## src/lifeg_pkg.sv

```systemverilog
`timescale 1ns / 1ps

package lifeg_pkg;

    localparam int GRID_SIZE = 32;
    localparam int AW        = $clog2(GRID_SIZE);
    localparam int CW        = $clog2(GRID_SIZE);
    localparam int CNTW      = $clog2(GRID_SIZE + 3);

    localparam int ROW_W     = 5;
    localparam int COL_W     = 5;
    localparam int OP_W      = 2;
    localparam int S_TDATA_W = 16;
    localparam int M_TDATA_W = 8;

    localparam logic [OP_W-1:0] OP_TOGGLE = 2'd0;
    localparam logic [OP_W-1:0] OP_READ   = 2'd1;
    localparam logic [OP_W-1:0] OP_STEP   = 2'd2;

    typedef logic [GRID_SIZE-1:0] t_row;

    typedef struct packed {
        logic alive;
        logic step_done;
    } t_res;

endpackage

```

## src/lifeg_ram.sv

```systemverilog
`timescale 1ns / 1ps

module lifeg_ram #(
    parameter int W = 32,
    parameter int D = 32
) (
    input  logic                 i_clk,
    input  logic                 i_we,
    input  logic [$clog2(D)-1:0] i_waddr,
    input  logic [W-1:0]         i_wdata,
    input  logic [$clog2(D)-1:0] i_raddr,
    output logic [W-1:0]         o_rdata
);

    logic [W-1:0] r_mem [D];
    logic [W-1:0] r_rdata;

    always_ff @(posedge i_clk) begin
        if (i_we) begin
            r_mem[i_waddr] <= i_wdata;
        end
        r_rdata <= r_mem[i_raddr];
    end

    assign o_rdata = r_rdata;

endmodule

```

## src/lifeg_rule.sv

```systemverilog
`timescale 1ns / 1ps

module lifeg_rule (
    input  lifeg_pkg::t_row i_up,
    input  lifeg_pkg::t_row i_mid,
    input  lifeg_pkg::t_row i_dn,
    output lifeg_pkg::t_row o_next
);

    import lifeg_pkg::*;

    for (genvar c = 0; c < GRID_SIZE; c++) begin : g_cell
        localparam int CL = (c == 0) ? GRID_SIZE - 1 : c - 1;
        localparam int CR = (c == GRID_SIZE - 1) ? 0 : c + 1;
        logic [3:0] cnt;

        assign cnt = 4'(i_up[CL]) + 4'(i_up[c]) + 4'(i_up[CR])
                   + 4'(i_mid[CL]) + 4'(i_mid[CR])
                   + 4'(i_dn[CL]) + 4'(i_dn[c]) + 4'(i_dn[CR]);

        assign o_next[c] = (cnt == 4'd3) || (i_mid[c] && cnt == 4'd2);
    end

endmodule

```

## src/life_automaton_grid_core.sv

```systemverilog
`timescale 1ns / 1ps
// Channel  | Dir | tdata (low bit up)            | tuser
// s_axis   | in  | row[4:0], col[9:5], zero pad  | op[1:0]
// m_axis   | out | alive[0], zero pad            | step_done[0]
//
// Toggle and read: memory read, modify and write-back (toggle only), result.
// Step reads one row per cycle through a three-row window and writes each
// new row back in row order, once its lower neighbor has been read.
// Reset clears the per-row valid flags; a row not yet written reads as dead.
// A result waiting on m_axis does not stop the next item from being taken.

module life_automaton_grid_core (
    input  logic                             i_clk,
    input  logic                             i_rst_n,
    input  logic                             s_axis_tvalid,
    output logic                             s_axis_tready,
    input  logic [lifeg_pkg::S_TDATA_W-1:0]  s_axis_tdata,  // row, col
    input  logic [lifeg_pkg::OP_W-1:0]       s_axis_tuser,  // op
    output logic                             m_axis_tvalid,
    input  logic                             m_axis_tready,
    output logic [lifeg_pkg::M_TDATA_W-1:0]  m_axis_tdata,  // alive
    output logic                             m_axis_tuser   // step_done
);

    import lifeg_pkg::*;

    localparam logic [1:0] S_IDLE = 2'd0;
    localparam logic [1:0] S_RMW  = 2'd1;
    localparam logic [1:0] S_STEP = 2'd2;
    localparam logic [1:0] S_PUT  = 2'd3;

    logic [1:0]       r_state, n_state;
    logic [CNTW-1:0]  r_cnt, n_cnt;
    logic [OP_W-1:0]  r_op;
    logic [AW-1:0]    r_row;
    logic [CW-1:0]    r_col;
    logic             r_ingrid;
    logic [AW-1:0]    r_raddr;
    logic [GRID_SIZE-1:0] r_valid;
    t_row             r_up, r_mid, r_row0;
    t_res             r_res, n_res;
    logic             r_mvalid;
    t_res             r_mres;

    logic             in_acc;
    logic [ROW_W-1:0] in_row;
    logic [COL_W-1:0] in_col;
    logic             we;
    logic [AW-1:0]    waddr, raddr;
    t_row             wdata, rdata, rdv, below, nxt;
    logic             cur_bit;
    logic             out_free;

    assign in_row        = s_axis_tdata[ROW_W-1:0];
    assign in_col        = s_axis_tdata[ROW_W+COL_W-1:ROW_W];
    assign s_axis_tready = (r_state == S_IDLE);
    assign in_acc        = s_axis_tvalid && s_axis_tready;
    assign out_free      = !r_mvalid || m_axis_tready;

    assign rdv     = r_valid[r_raddr] ? rdata : '0;
    assign cur_bit = rdv[r_col];
    assign below   = (r_cnt == CNTW'(GRID_SIZE + 2)) ? r_row0 : rdv;

    lifeg_ram #(
        .W (GRID_SIZE),
        .D (GRID_SIZE)
    ) u_ram (
        .i_clk   (i_clk),
        .i_we    (we),
        .i_waddr (waddr),
        .i_wdata (wdata),
        .i_raddr (raddr),
        .o_rdata (rdata)
    );

    lifeg_rule u_rule (
        .i_up   (r_up),
        .i_mid  (r_mid),
        .i_dn   (below),
        .o_next (nxt)
    );

    always_comb begin
        raddr = '0;
        we    = 1'b0;
        waddr = r_row;
        wdata = nxt;
        n_state = r_state;
        n_cnt   = r_cnt;
        n_res   = r_res;
        case (r_state)
            S_IDLE: begin
                raddr = AW'(in_row);
                n_cnt = '0;
                if (in_acc) begin
                    n_state = (s_axis_tuser == OP_STEP) ? S_STEP : S_RMW;
                end
            end
            S_RMW: begin
                we    = (r_op == OP_TOGGLE) && r_ingrid;
                wdata = rdv ^ (t_row'(1) << r_col);
                n_res.step_done = 1'b0;
                if (!r_ingrid) begin
                    n_res.alive = 1'b0;
                end else if (r_op == OP_TOGGLE) begin
                    n_res.alive = !cur_bit;
                end else if (r_op == OP_READ) begin
                    n_res.alive = cur_bit;
                end else begin
                    n_res.alive = 1'b0;
                end
                n_state = S_PUT;
            end
            S_STEP: begin
                raddr = (r_cnt == '0) ? AW'(GRID_SIZE - 1) : AW'(r_cnt - CNTW'(1));
                we    = (r_cnt >= CNTW'(3));
                waddr = AW'(r_cnt - CNTW'(3));
                wdata = nxt;
                n_cnt = r_cnt + CNTW'(1);
                if (r_cnt == CNTW'(GRID_SIZE + 2)) begin
                    n_res.alive     = 1'b0;
                    n_res.step_done = 1'b1;
                    n_state         = S_PUT;
                end
            end
            S_PUT: begin
                if (out_free) begin
                    n_state = S_IDLE;
                end
            end
            default: begin
                n_state = S_IDLE;
            end
        endcase
    end

    always_ff @(posedge i_clk) begin
        if (!i_rst_n) begin
            r_state  <= S_IDLE;
            r_cnt    <= '0;
            r_valid  <= '0;
            r_mvalid <= 1'b0;
        end else begin
            r_state <= n_state;
            r_cnt   <= n_cnt;
            if (we) begin
                r_valid[waddr] <= 1'b1;
            end
            if (r_state == S_PUT && out_free) begin
                r_mvalid <= 1'b1;
            end else if (m_axis_tready) begin
                r_mvalid <= 1'b0;
            end
        end
    end

    always_ff @(posedge i_clk) begin
        r_raddr <= raddr;
        r_res   <= n_res;
        if (in_acc) begin
            r_op     <= s_axis_tuser;
            r_row    <= AW'(in_row);
            r_col    <= CW'(in_col);
            r_ingrid <= (32'(in_row) < 32'(GRID_SIZE)) && (32'(in_col) < 32'(GRID_SIZE));
        end
        if (r_state == S_STEP && r_cnt != '0) begin
            r_up  <= r_mid;
            r_mid <= rdv;
            if (r_cnt == CNTW'(2)) begin
                r_row0 <= rdv;
            end
        end
        if (r_state == S_PUT && out_free) begin
            r_mres <= r_res;
        end
    end

    assign m_axis_tvalid = r_mvalid;
    assign m_axis_tdata  = M_TDATA_W'(r_mres.alive);
    assign m_axis_tuser  = r_mres.step_done;

endmodule

```

## config.mk

```make
export PLATFORM = sky130hd
export DESIGN_NAME = life_automaton_grid_core
export DESIGN_NICKNAME = d
export VERILOG_FILES = /design/src/lifeg_pkg.sv /design/src/lifeg_ram.sv /design/src/lifeg_rule.sv /design/src/life_automaton_grid_core.sv
export SDC_FILE = /design/constraint.sdc
export NUM_CORES = 1
export LEC_CHECK = 0
export BUFFER_PORTS_ARGS = -buffer_cell sky130_fd_sc_hd__buf_4
export CAP_MARGIN = 20
export CORE_UTILIZATION = 60
export DETAILED_ROUTE_END_ITERATION = 10
export PLACE_DENSITY = 0.76
export RECOVER_POWER = 25
export SLEW_MARGIN = 10
export SYNTH_ARGS = -nofsm -noshare
export SYNTH_HDL_FRONTEND = slang
export SYNTH_HIERARCHICAL = 1
export SYNTH_SLANG_ARGS = --single-unit
```

## constraint.sdc

```tcl
create_clock -name i_clk -period 14.9 [get_ports i_clk]
set_input_delay 0 -clock i_clk [delete_from_list [all_inputs] [get_ports i_clk]]
set_output_delay 0 -clock i_clk [all_outputs]
set_load 0.01 [all_outputs]
```

# After elaboration in Yosys (flattened, before gate mapping)

Memories as Yosys holds them, arrays and structs flattened. A register that Yosys moved wholly into a read port is not among the register bits.
Index checks and enable logic that the tools add are counted.

Bits in registers: 158
Bits in latches: 0
Bits in writable memories: 1024
ROM bits: 0
Bits of input ports: 22
Output and inout port bits: 11
Logic and storage cells: 433
Memories: 1

Add/sub/neg operators: 227
$mul: 0
Div/mod/pow operators: 0
Order comparisons: 5
Equal/unequal tests: 74
Shift operators: 1
Muxes and demuxes: 27
Bitwise gates (word level): 2
Reduce and logical (&&, ||, !) cells: 81

Memories:

| memory      | words | width | read ports | clocked after Yosys merged registers in | wr ports | line            | source |
|---|---|---|---|---|---|---|---|
| u_ram.r_mem | 32    | 32    | 1          | 1                                       | 1        | lifeg_ram.sv:15 | `logic [W-1:0] r_mem [D];` |

Operators by type and width:

| operator               | count |
|---|---|
| $add A4 B1 Y4          | 192 |
| $eq A4 B2 Y1 const B   | 64 |
| $mux W32               | 3 |
| $add A1 B1 Y2          | 32 |
| $logic_and A1 B1 Y1    | 36 |
| $logic_or A1 B1 Y1     | 33 |
| $or A32 B32 Y32        | 1 |
| $shl A1 B5 Y32 const A | 1 |
| $xor A32 B32 Y32       | 1 |
| $lt A5 B6 Y1 const B   | 3 |
| $pmux W6 S2            | 1 |
| $bmux W1 S5            | 2 |
| $mux W2                | 5 |
| $mux W5                | 2 |
| $pmux W5 S2            | 1 |
| $mux W1                | 9 |
| $pmux W2 S4            | 1 |
| $add A6 B1 Y6 const B  | 1 |
| $eq A2 B2 Y1 const B   | 3 |
| $eq A6 B2 Y1 const B   | 1 |
| $eq A6 B6 Y1 const B   | 1 |
| $ge A6 B2 Y1 const B   | 1 |
| $logic_not A6 Y1       | 1 |
| $reduce_bool A2 Y1     | 3 |
| 14 further kinds       | 19 |

# Logic depth before layout (Yosys ltp)

Gate-level depths: netlist of run 1.

Depth in word-level cells: 11
Mapped depth: 18
Depth with buffers taken out: 15

# Cells and area by module

Netlist of run 1, hierarchy kept.

Modules (own cells, without submodules):

| module                   | times used | cells an instance | area an instance (um^2) | seq. area each (um^2) |
|---|---|---|---|---|
| lifeg_ram                | 1          | 2260              | 40492.6                 | 31390.1 |
| life_automaton_grid_core | 1          | 688               | 8277.9                  | 4284.1 |
| lifeg_rule               | 1          | 605               | 5434.0                  | 0.0 |

# Worst setup path before layout of run 1

Ideal clock, no wire load.

Path kind: register to register
Start point: register r_state[0]
End point: register r_row0[0], enable pin
Library setup time: 392 ps
Arrival time: 5242 ps
Required time: 14508 ps
Setup slack: 9266 ps
Stages on the path, launching flop included: 7
Path buffers: 1
Clock period less this slack: 5634 ps
Cells stage by stage: dfxtp_1 > inv_1 > ha_1 > inv_1 > clkbuf_1 > a21oi_1 > and3_1

Word-level cells in the longest chain between the ends: 3

RTL lines:

| item                        | line                            | source |
|---|---|---|
| start: declaration          | life_automaton_grid_core.sv:32  | `logic [1:0] r_state, n_state;` |
| start signal: assignment    | life_automaton_grid_core.sv:144 | `r_state <= n_state;` |
| $eq A2 B2 Y1                | life_automaton_grid_core.sv:166 | `if (r_state == S_STEP && r_cnt != '0) begin` |
| $logic_and A1 B1 Y1         | life_automaton_grid_core.sv:166 |  |
| $reduce_and A2 Y1 (no line) | -                               |  |
| end signal: assignment      | life_automaton_grid_core.sv:170 | `r_row0 <= rdv;` |
| end: declaration            | life_automaton_grid_core.sv:40  | `t_row r_up, r_mid, r_row0;` |

No other way between the ends.
A chain may end at the register's enable or synchronous reset.

# Worst setup path after layout of run 1

Start point: register r_cnt[2]
End point: register u_ram.r_rdata[8], in the netlist u_ram/o_rdata[8] (read register of u_ram.r_mem)

Word-level cells in the longest chain between the ends: 3
Elaborated cells between the ends (all ways): 4
Classes of those cells: 1 x add/sub; 2 x mux; 1 x reduce/logical

RTL lines:

| item                     | line                            | source |
|---|---|---|
| start: declaration       | life_automaton_grid_core.sv:33  | `logic [CNTW-1:0] r_cnt, n_cnt;` |
| start signal: assignment | life_automaton_grid_core.sv:145 | `r_cnt <= n_cnt;` |
| $logic_not A6 Y1         | life_automaton_grid_core.sv:115 | `raddr = (r_cnt == '0) ? AW'(GRID_SIZE - 1) : AW'(r_cnt - CNTW'(1));` |
| $mux W5                  | life_automaton_grid_core.sv:115 |  |
| $pmux W5 S2              | life_automaton_grid_core.sv:91  | `case (r_state)` |
| named net raddr[0]       | life_automaton_grid_core.sv:49  | `logic [AW-1:0] waddr, raddr;` |
| end: declaration         | lifeg_ram.sv:16                 | `logic [W-1:0] r_rdata;` |

The timed path passes the listed nets, and every way through them passes these cells.

==> reports/results.txt, run 1 <==
Outcome = complete, but fails checks
Failing checks = max-capacitance violations, max-slew violations
CP startpoint kind = flip-flop
Initial Utilization = 61.0%
DRC = 0
Ys Warns = 6
Unique cell type count in the Yosys netlist = 58
WL/cell = 24.8 um
Crit path capture type = flip-flop
Vias = 29970
Routed length on met2 = 58700 um
Final Max Tran Viols = 607
Drt via density = 6.12
Delay-heaviest family, CP = buffers and inverters
CTS H-Tree Depth = 3
DP Worst Slack = 8.26 ns
Post-CTS Setup Repair Bufs = 0
Setup TNS = 0 ns
Tcrit/Tclk final = 49.7%
Antenna viol nets, final = 0
Max Cap Violations = 18
Highest routed layer = met4
Worst path slowest cell = clkbuf_1
CP Buf/Inv Count = 3
Ports = 33
Final GP Congestion = 0.822
Hold WS = 0.0589 ns
Die area = 91500 um^2
Async S/R FF share, synth = 0%
Crit path DAT = 7.92 ns
Commonest cells after routing, fill and taps aside = edfxtp_1 (1136), mux2i_1 (529), inv_1 (264), a21oi_1 (195), nand3_1 (139)
Worst-Skew Late Latency = 0.71 ns
Final setup violation count = 0
FMAX = 135 MHz
Fin crit period = 7.40 ns
CTS root buf = clkbuf_16
Crit-path cells = nor4_1 > nand2_1 > a21oi_1 > a21o_4 > clkbuf_1 > buf_4 > buf_4 > mux2i_1 > a22o_1 > nor3_1 > a31oi_1 > nand3_1
Critical R2R Launch = r_cnt[2]$_SDFFE_PN0P_
Die X = 303 um
IO Port Bufs = 19
Syn avg cell area = 15.3 um^2
Final WL = 122000 um
Commonest non-fill, non-tap cell in the layout = edfxtp_1
CTS tree = yes
Clk sinks = 1214
Gr usage total = 26.8%
CORE AREA = 88900 um^2
Critical path startpoint = r_cnt[2]$_SDFFE_PN0P_
Clk buf depth = 3
Pin count of the biggest net entering global routing = 125
Syn Std Cell Area = 54200 um^2
Worst hold-check path type = input pin to flip-flop
First-pass GRT wire length = 181000 um
Initial antenna violation count = 1
Sequential element share of the synthesized area = 65.8%
Grt total ovfl = 0
PnR worst setup slack = 7.50 ns
Slew headroom = -167%
Most used cell, CP = buf_4
Worst-path clk slew = 0.06 ns
Hold path startpoint = s_axis_tdata[9]
DR pass1 iterations = 6
Met3 Routed Length = 8320 um
Final Hold Viols = 0
Final-layout fill cell count = 5942
DR iter-0 viols = 3047
Reg2reg setup slack = 7.50 ns
Post-route clock skew = 0.0394 ns
Vias in the first global route = 29713
Critical Path Fanout Max = 49
DIE HEIGHT = 303 um
Share of cells above drive strength 1 = 10.4%
Post-Synthesis Cells = 3553
Slowest stage delay, CP = 2.22 ns
Unrepaired setup endpoints after global routing = false
Num CTS Buffers = 115
Pin slew with the least headroom to its limit = 4.01 ns
Post-DP HPWL = 67600 um
Met1 Routed Length = 50100 um
Row count = 109
Required @ worst endpoint = 15.42 ns
Main synth FF type = edfxtp_1
Number of synthesized flops with an enable pin = 1136
Synth Register Bits = 1214
CP Class = flip-flop to flip-flop
Final #Nets = 3884
Area grow syn2layout = 9.43%
[through the flow]
step | instances | utilization (%) | cell area, um^2
4_1_cts | 4892 | 67.3 | 59800
5_1_grt | 4894 | 66.7 | 59300
2_1_floorplan | 3559 | - | 54200
3_3_place_gp | 4657 | 62.8 | 55900
3_5_place_dp | 4659 | 62.9 | 55900
6_report | 4898 | 66.7 | 59300
[flip-flops by register name, indices dropped and copies added (netlist names), 2 cells and up]
| name | flops |
|---|---|
| r_col | 5 |
| u_ram/o_rdata | 32 |
| r_op | 2 |
| r_res | 2 |
| r_mid | 32 |
| r_cnt | 6 |
| r_row | 5 |
| r_raddr | 5 |
| r_up | 32 |
| r_valid | 32 |
| r_state | 2 |
| r_row0 | 32 |
| u_ram/r_mem | 1024 |
[path summary, 6_finish.rpt]
kind | depth (start not counted) | to
hold / removal | 2 | r_col[4]$_DFFE_PP_
setup / recovery | 12 | u_ram/o_rdata[8]$_DFF_P_
hold reg to reg | 0 | m_axis_tdata[0]$_DFFE_PP_
setup reg to reg | 12 | u_ram/o_rdata[8]$_DFF_P_
[routing by layer]
layer | track usage [%] | vias to the layer above
li1 | - | 13420
met1 | 36.6 | 15215
met2 | 43.9 | 1110
met3 | 3.65 | 225
met4 | 10.4 | 0
met5 | 0 | -
[worst register-to-register path: stages (launching register included)]
cell and delay (ns):
dfxtp_1 0.45, nor4_1 0.79, nand2_1 0.26, a21oi_1 0.25
a21o_4 0.43, clkbuf_1 2.23, buf_4 1.03, buf_4 0.81
mux2i_1 0.28, a22o_1 0.16, nor3_1 0.05, a31oi_1 0.24
nand3_1 0.25
[area by class of cell]
type                    instances  area, um^2  area share [%]
clock buffers                 161        3270            5.51
clock inverters                55         513           0.865
diodes                          4        10.0          0.0169
multi-input cells            1906       16400            27.7
well taps                    1165        1460            2.46
inverters                     264         991            1.67
flip-flops and latches       1214       35700            60.1
repair buffers                129         957            1.61
[cells in the mapped netlist, types with 65 or more instances]
library cell	number	area share [%]
a22o_1	65	1.1
edfxtp_1	1136	63
a22oi_1	98	1.4
nand2_1	125	0.87
fa_1	128	4.7
nand3_1	138	1.3
a21oi_1	228	2.1
ha_1	104	2.4
nor2_1	105	0.73
mux2i_1	529	9.8
dfxtp_1	78	2.9
inv_1	264	1.8
[timing repair]
item                                   4_1_cts  5_1_grt
endpoints found under the hold margin       59        0
resized for setup                            0        0
hold buffers                                17        0
[logic make-up after synthesis]
logic type      Yosys count  synth area share (%)
compound gates          529                  7.10
xor+xnor                 36                 0.582
fa+ha+maj               232                  7.13
buf+inv                 439                  3.81
flops                  1214                  65.8
mux                     572                  10.8
other cells               1               0.00692
simple gates            530                  4.73
Power of run 1 is left out: the tool's default activity adds up to more than one toggle a clock period on the data nets, which glitch-free logic cannot reach.
==> inputs of run 2 (changes only) <==
--- a/config.mk
+++ b/config.mk
@@ -7,7 +7,7 @@
 export LEC_CHECK = 0
 export BUFFER_PORTS_ARGS = -buffer_cell sky130_fd_sc_hd__buf_4
 export CAP_MARGIN = 20
-export CORE_UTILIZATION = 60
+export CORE_UTILIZATION = 57
 export DETAILED_ROUTE_END_ITERATION = 10
 export PLACE_DENSITY = 0.76
 export RECOVER_POWER = 25
==> constraint.sdc (replaced) <==
create_clock -name i_clk -period 6.4 [get_ports i_clk]
set_input_delay 0 -clock i_clk [delete_from_list [all_inputs] [get_ports i_clk]]
set_output_delay 0 -clock i_clk [all_outputs]
set_load 0.01 [all_outputs]
==> reports/results.txt, run 2 (same netlist as run 1, synthesis figures left out) <==
Outcome = complete, but fails checks (unchanged)
Failing checks = max-capacitance violations, max-slew violations (unchanged)
Cts repair resizes = 0 (unchanged)
Vias in the first global route = 30323 (was 29713)
Worst path slowest cell = nor2_1 (was clkbuf_1)
Unrepaired setup endpoints after global routing = false (unchanged)
Max Cap Violations = 16 (was 18)
Clk sinks = 1214 (unchanged)
Pin slew with the least headroom to its limit = 4.03 ns (was 4.01 ns)
Worst-path clk slew = 0.06 ns (about the same)
Drt via density = 6.08 (was 6.12)
PnR worst setup slack = 0.533 ns (was 7.50 ns)
Share of cells above drive strength 1 = 10.6% (was 10.4%)
Commonest non-fill, non-tap cell in the layout = edfxtp_1 (unchanged)
CTS root buf = clkbuf_16 (unchanged)
Crit-path cells = inv_1 > ha_1 > inv_1 > a21boi_0 > inv_1 > or3b_1 > nor2_1 > buf_4 (was nor4_1 > nand2_1 > a21oi_1 > a21o_4 > clkbuf_1 > buf_4 > buf_4 > mux2i_1 > a22o_1 > nor3_1 > a31oi_1 > nand3_1)
Antenna viol nets, final = 0 (unchanged)
Final setup violation count = 0 (unchanged)
Crit path DAT = 6.20 ns (was 7.92 ns)
Max reg flops = 1024 (unchanged)
Die X = 310 um (was 303 um)
Area of the multi-input gates = 16300 um^2 (was 16400 um^2)
Post-CTS Setup Repair Bufs = 0 (unchanged)
Grt total ovfl = 0 (unchanged)
Num CTS Buffers = 116 (was 115)
First-pass GRT wire length = 187000 um (was 181000 um)
Final Max Tran Viols = 388 (was 607)
Final GP Congestion = 0.832 (was 0.822)
Slew headroom = -168% (was -167%)
Pin count of the biggest net entering global routing = 109 (was 125)
CP Class = flip-flop to flip-flop (unchanged)
Initial antenna violation count = 2 (was 1)
Most flops, register = u_ram/r_mem (unchanged)
Die area = 96300 um^2 (was 91500 um^2)
DP Worst Slack = 0.691 ns (was 8.26 ns)
Final WL = 126000 um (was 122000 um)
Worst-Skew Late Latency = 0.70 ns (was 0.71 ns)
Final #Nets = 3907 (was 3884)
CP startpoint kind = flip-flop (unchanged)
Hold WS = 0.0719 ns (was 0.0589 ns)
Most used cell, CP = inv_1 (was buf_4)
Crit path capture type = flip-flop (unchanged)
DR pass1 iterations = 6 (unchanged)
IO Port Bufs = 19 (unchanged)
Critical Path Fanout Max = 17 (was 49)
CTS H-Tree Depth = 3 (unchanged)
Vias = 30411 (was 29970)
Ports = 33 (unchanged)
CORE AREA = 93700 um^2 (was 88900 um^2)
Setup TNS = 0 ns (unchanged)
CTS tree = yes (unchanged)
DR iter-0 viols = 2815 (was 3047)
Row count = 112 (was 109)
Fin crit period = 5.87 ns (was 7.40 ns)
Slowest stage delay, CP = 1.89 ns (was 2.22 ns)
Gr usage total = 26.4% (was 26.8%)
FMAX = 170 MHz (was 135 MHz)
Final-layout fill cell count = 6513 (was 5942)
Initial Utilization = 57.8% (was 61.0%)
# hold bufs at CTS = 16 (was 17)
Required @ worst endpoint = 6.73 ns (was 15.42 ns)
Commonest cells after routing, fill and taps aside = edfxtp_1 (1136), mux2i_1 (529), inv_1 (264), a21oi_1 (195), nand3_1 (138) (was edfxtp_1 (1136), mux2i_1 (529), inv_1 (264), a21oi_1 (195), nand3_1 (139))
Post-route clock skew = 0.0395 ns (was 0.0394 ns)
Area grow syn2layout = 9.98% (was 9.43%)
Reg area = 35700 um^2 (unchanged)
Post-DP HPWL = 74600 um (was 67600 um)
Clk buf depth = 3 (unchanged)
Antenna cells = 0 (was 4)
Final Hold Viols = 0 (unchanged)
WL/cell = 25.2 um (was 24.8 um)
Worst hold-check path type = input pin to flip-flop (unchanged)
DIE HEIGHT = 310 um (was 303 um)
DRC = 0 (unchanged)
Tcrit/Tclk final = 91.7% (was 49.7%)
run 2: path summary, 6_finish.rpt:
check / from / to / slack (ns) / cells after the start
setup / recovery: r_state[0]$_SDFFE_PN0P_ / u_ram/r_mem[4][19]$_DFFE_PP_ / 0.53 / 8
setup reg to reg: r_state[0]$_SDFFE_PN0P_ / u_ram/r_mem[4][19]$_DFFE_PP_ / 0.53 / 8
hold reg to reg: r_res[1]$_SDFFCE_PP0P_ / m_axis_tdata[0]$_DFFE_PP_ / 0.42 / 0
hold / removal: s_axis_tuser[1] / r_op[1]$_DFFE_PP_ / 0.07 / 2
run 2: critical path, delay by kind of cell (launching register included):
kind	cells	cell delay (ns)
fa+ha+maj	1	0.49
compound gates	1	0.70
buf+inv	4	1.39
simple gates	2	2.55
flops	1	0.37
run 2: stage by stage:
stage	instances	instance area [um^2]	utilization [%]
floorplan	3559	54200	-
global placement	4772	56400	60.2
detailed placement	4772	56400	60.2
CTS	5003	60300	64.3
global route	5004	59600	63.6
finish	5004	59600	63.6
run 2: per-layer routing:
metal	global-route usage (%)	routed length (um)	vias up
met5	0	0	-
met4	9.85	4740	0
met3	3.80	9050	292
met2	44.3	62000	1315
met1	35.0	50200	15334
li1	-	-	13470
run 2: final cells by class:
| cell class | count | share of cell area (%) |
|---|---|---|
| Multi-Input combinational cell | 1906 | 27.4 |
| Sequential cell | 1214 | 59.8 |
| Clock inverter | 59 | 0.888 |
| Inverter | 264 | 1.66 |
| Timing Repair Buffer | 151 | 2.23 |
| Tap cell | 1254 | 2.63 |
| Clock buffer | 156 | 5.32 |
Power of run 2 is left out for the same reason.
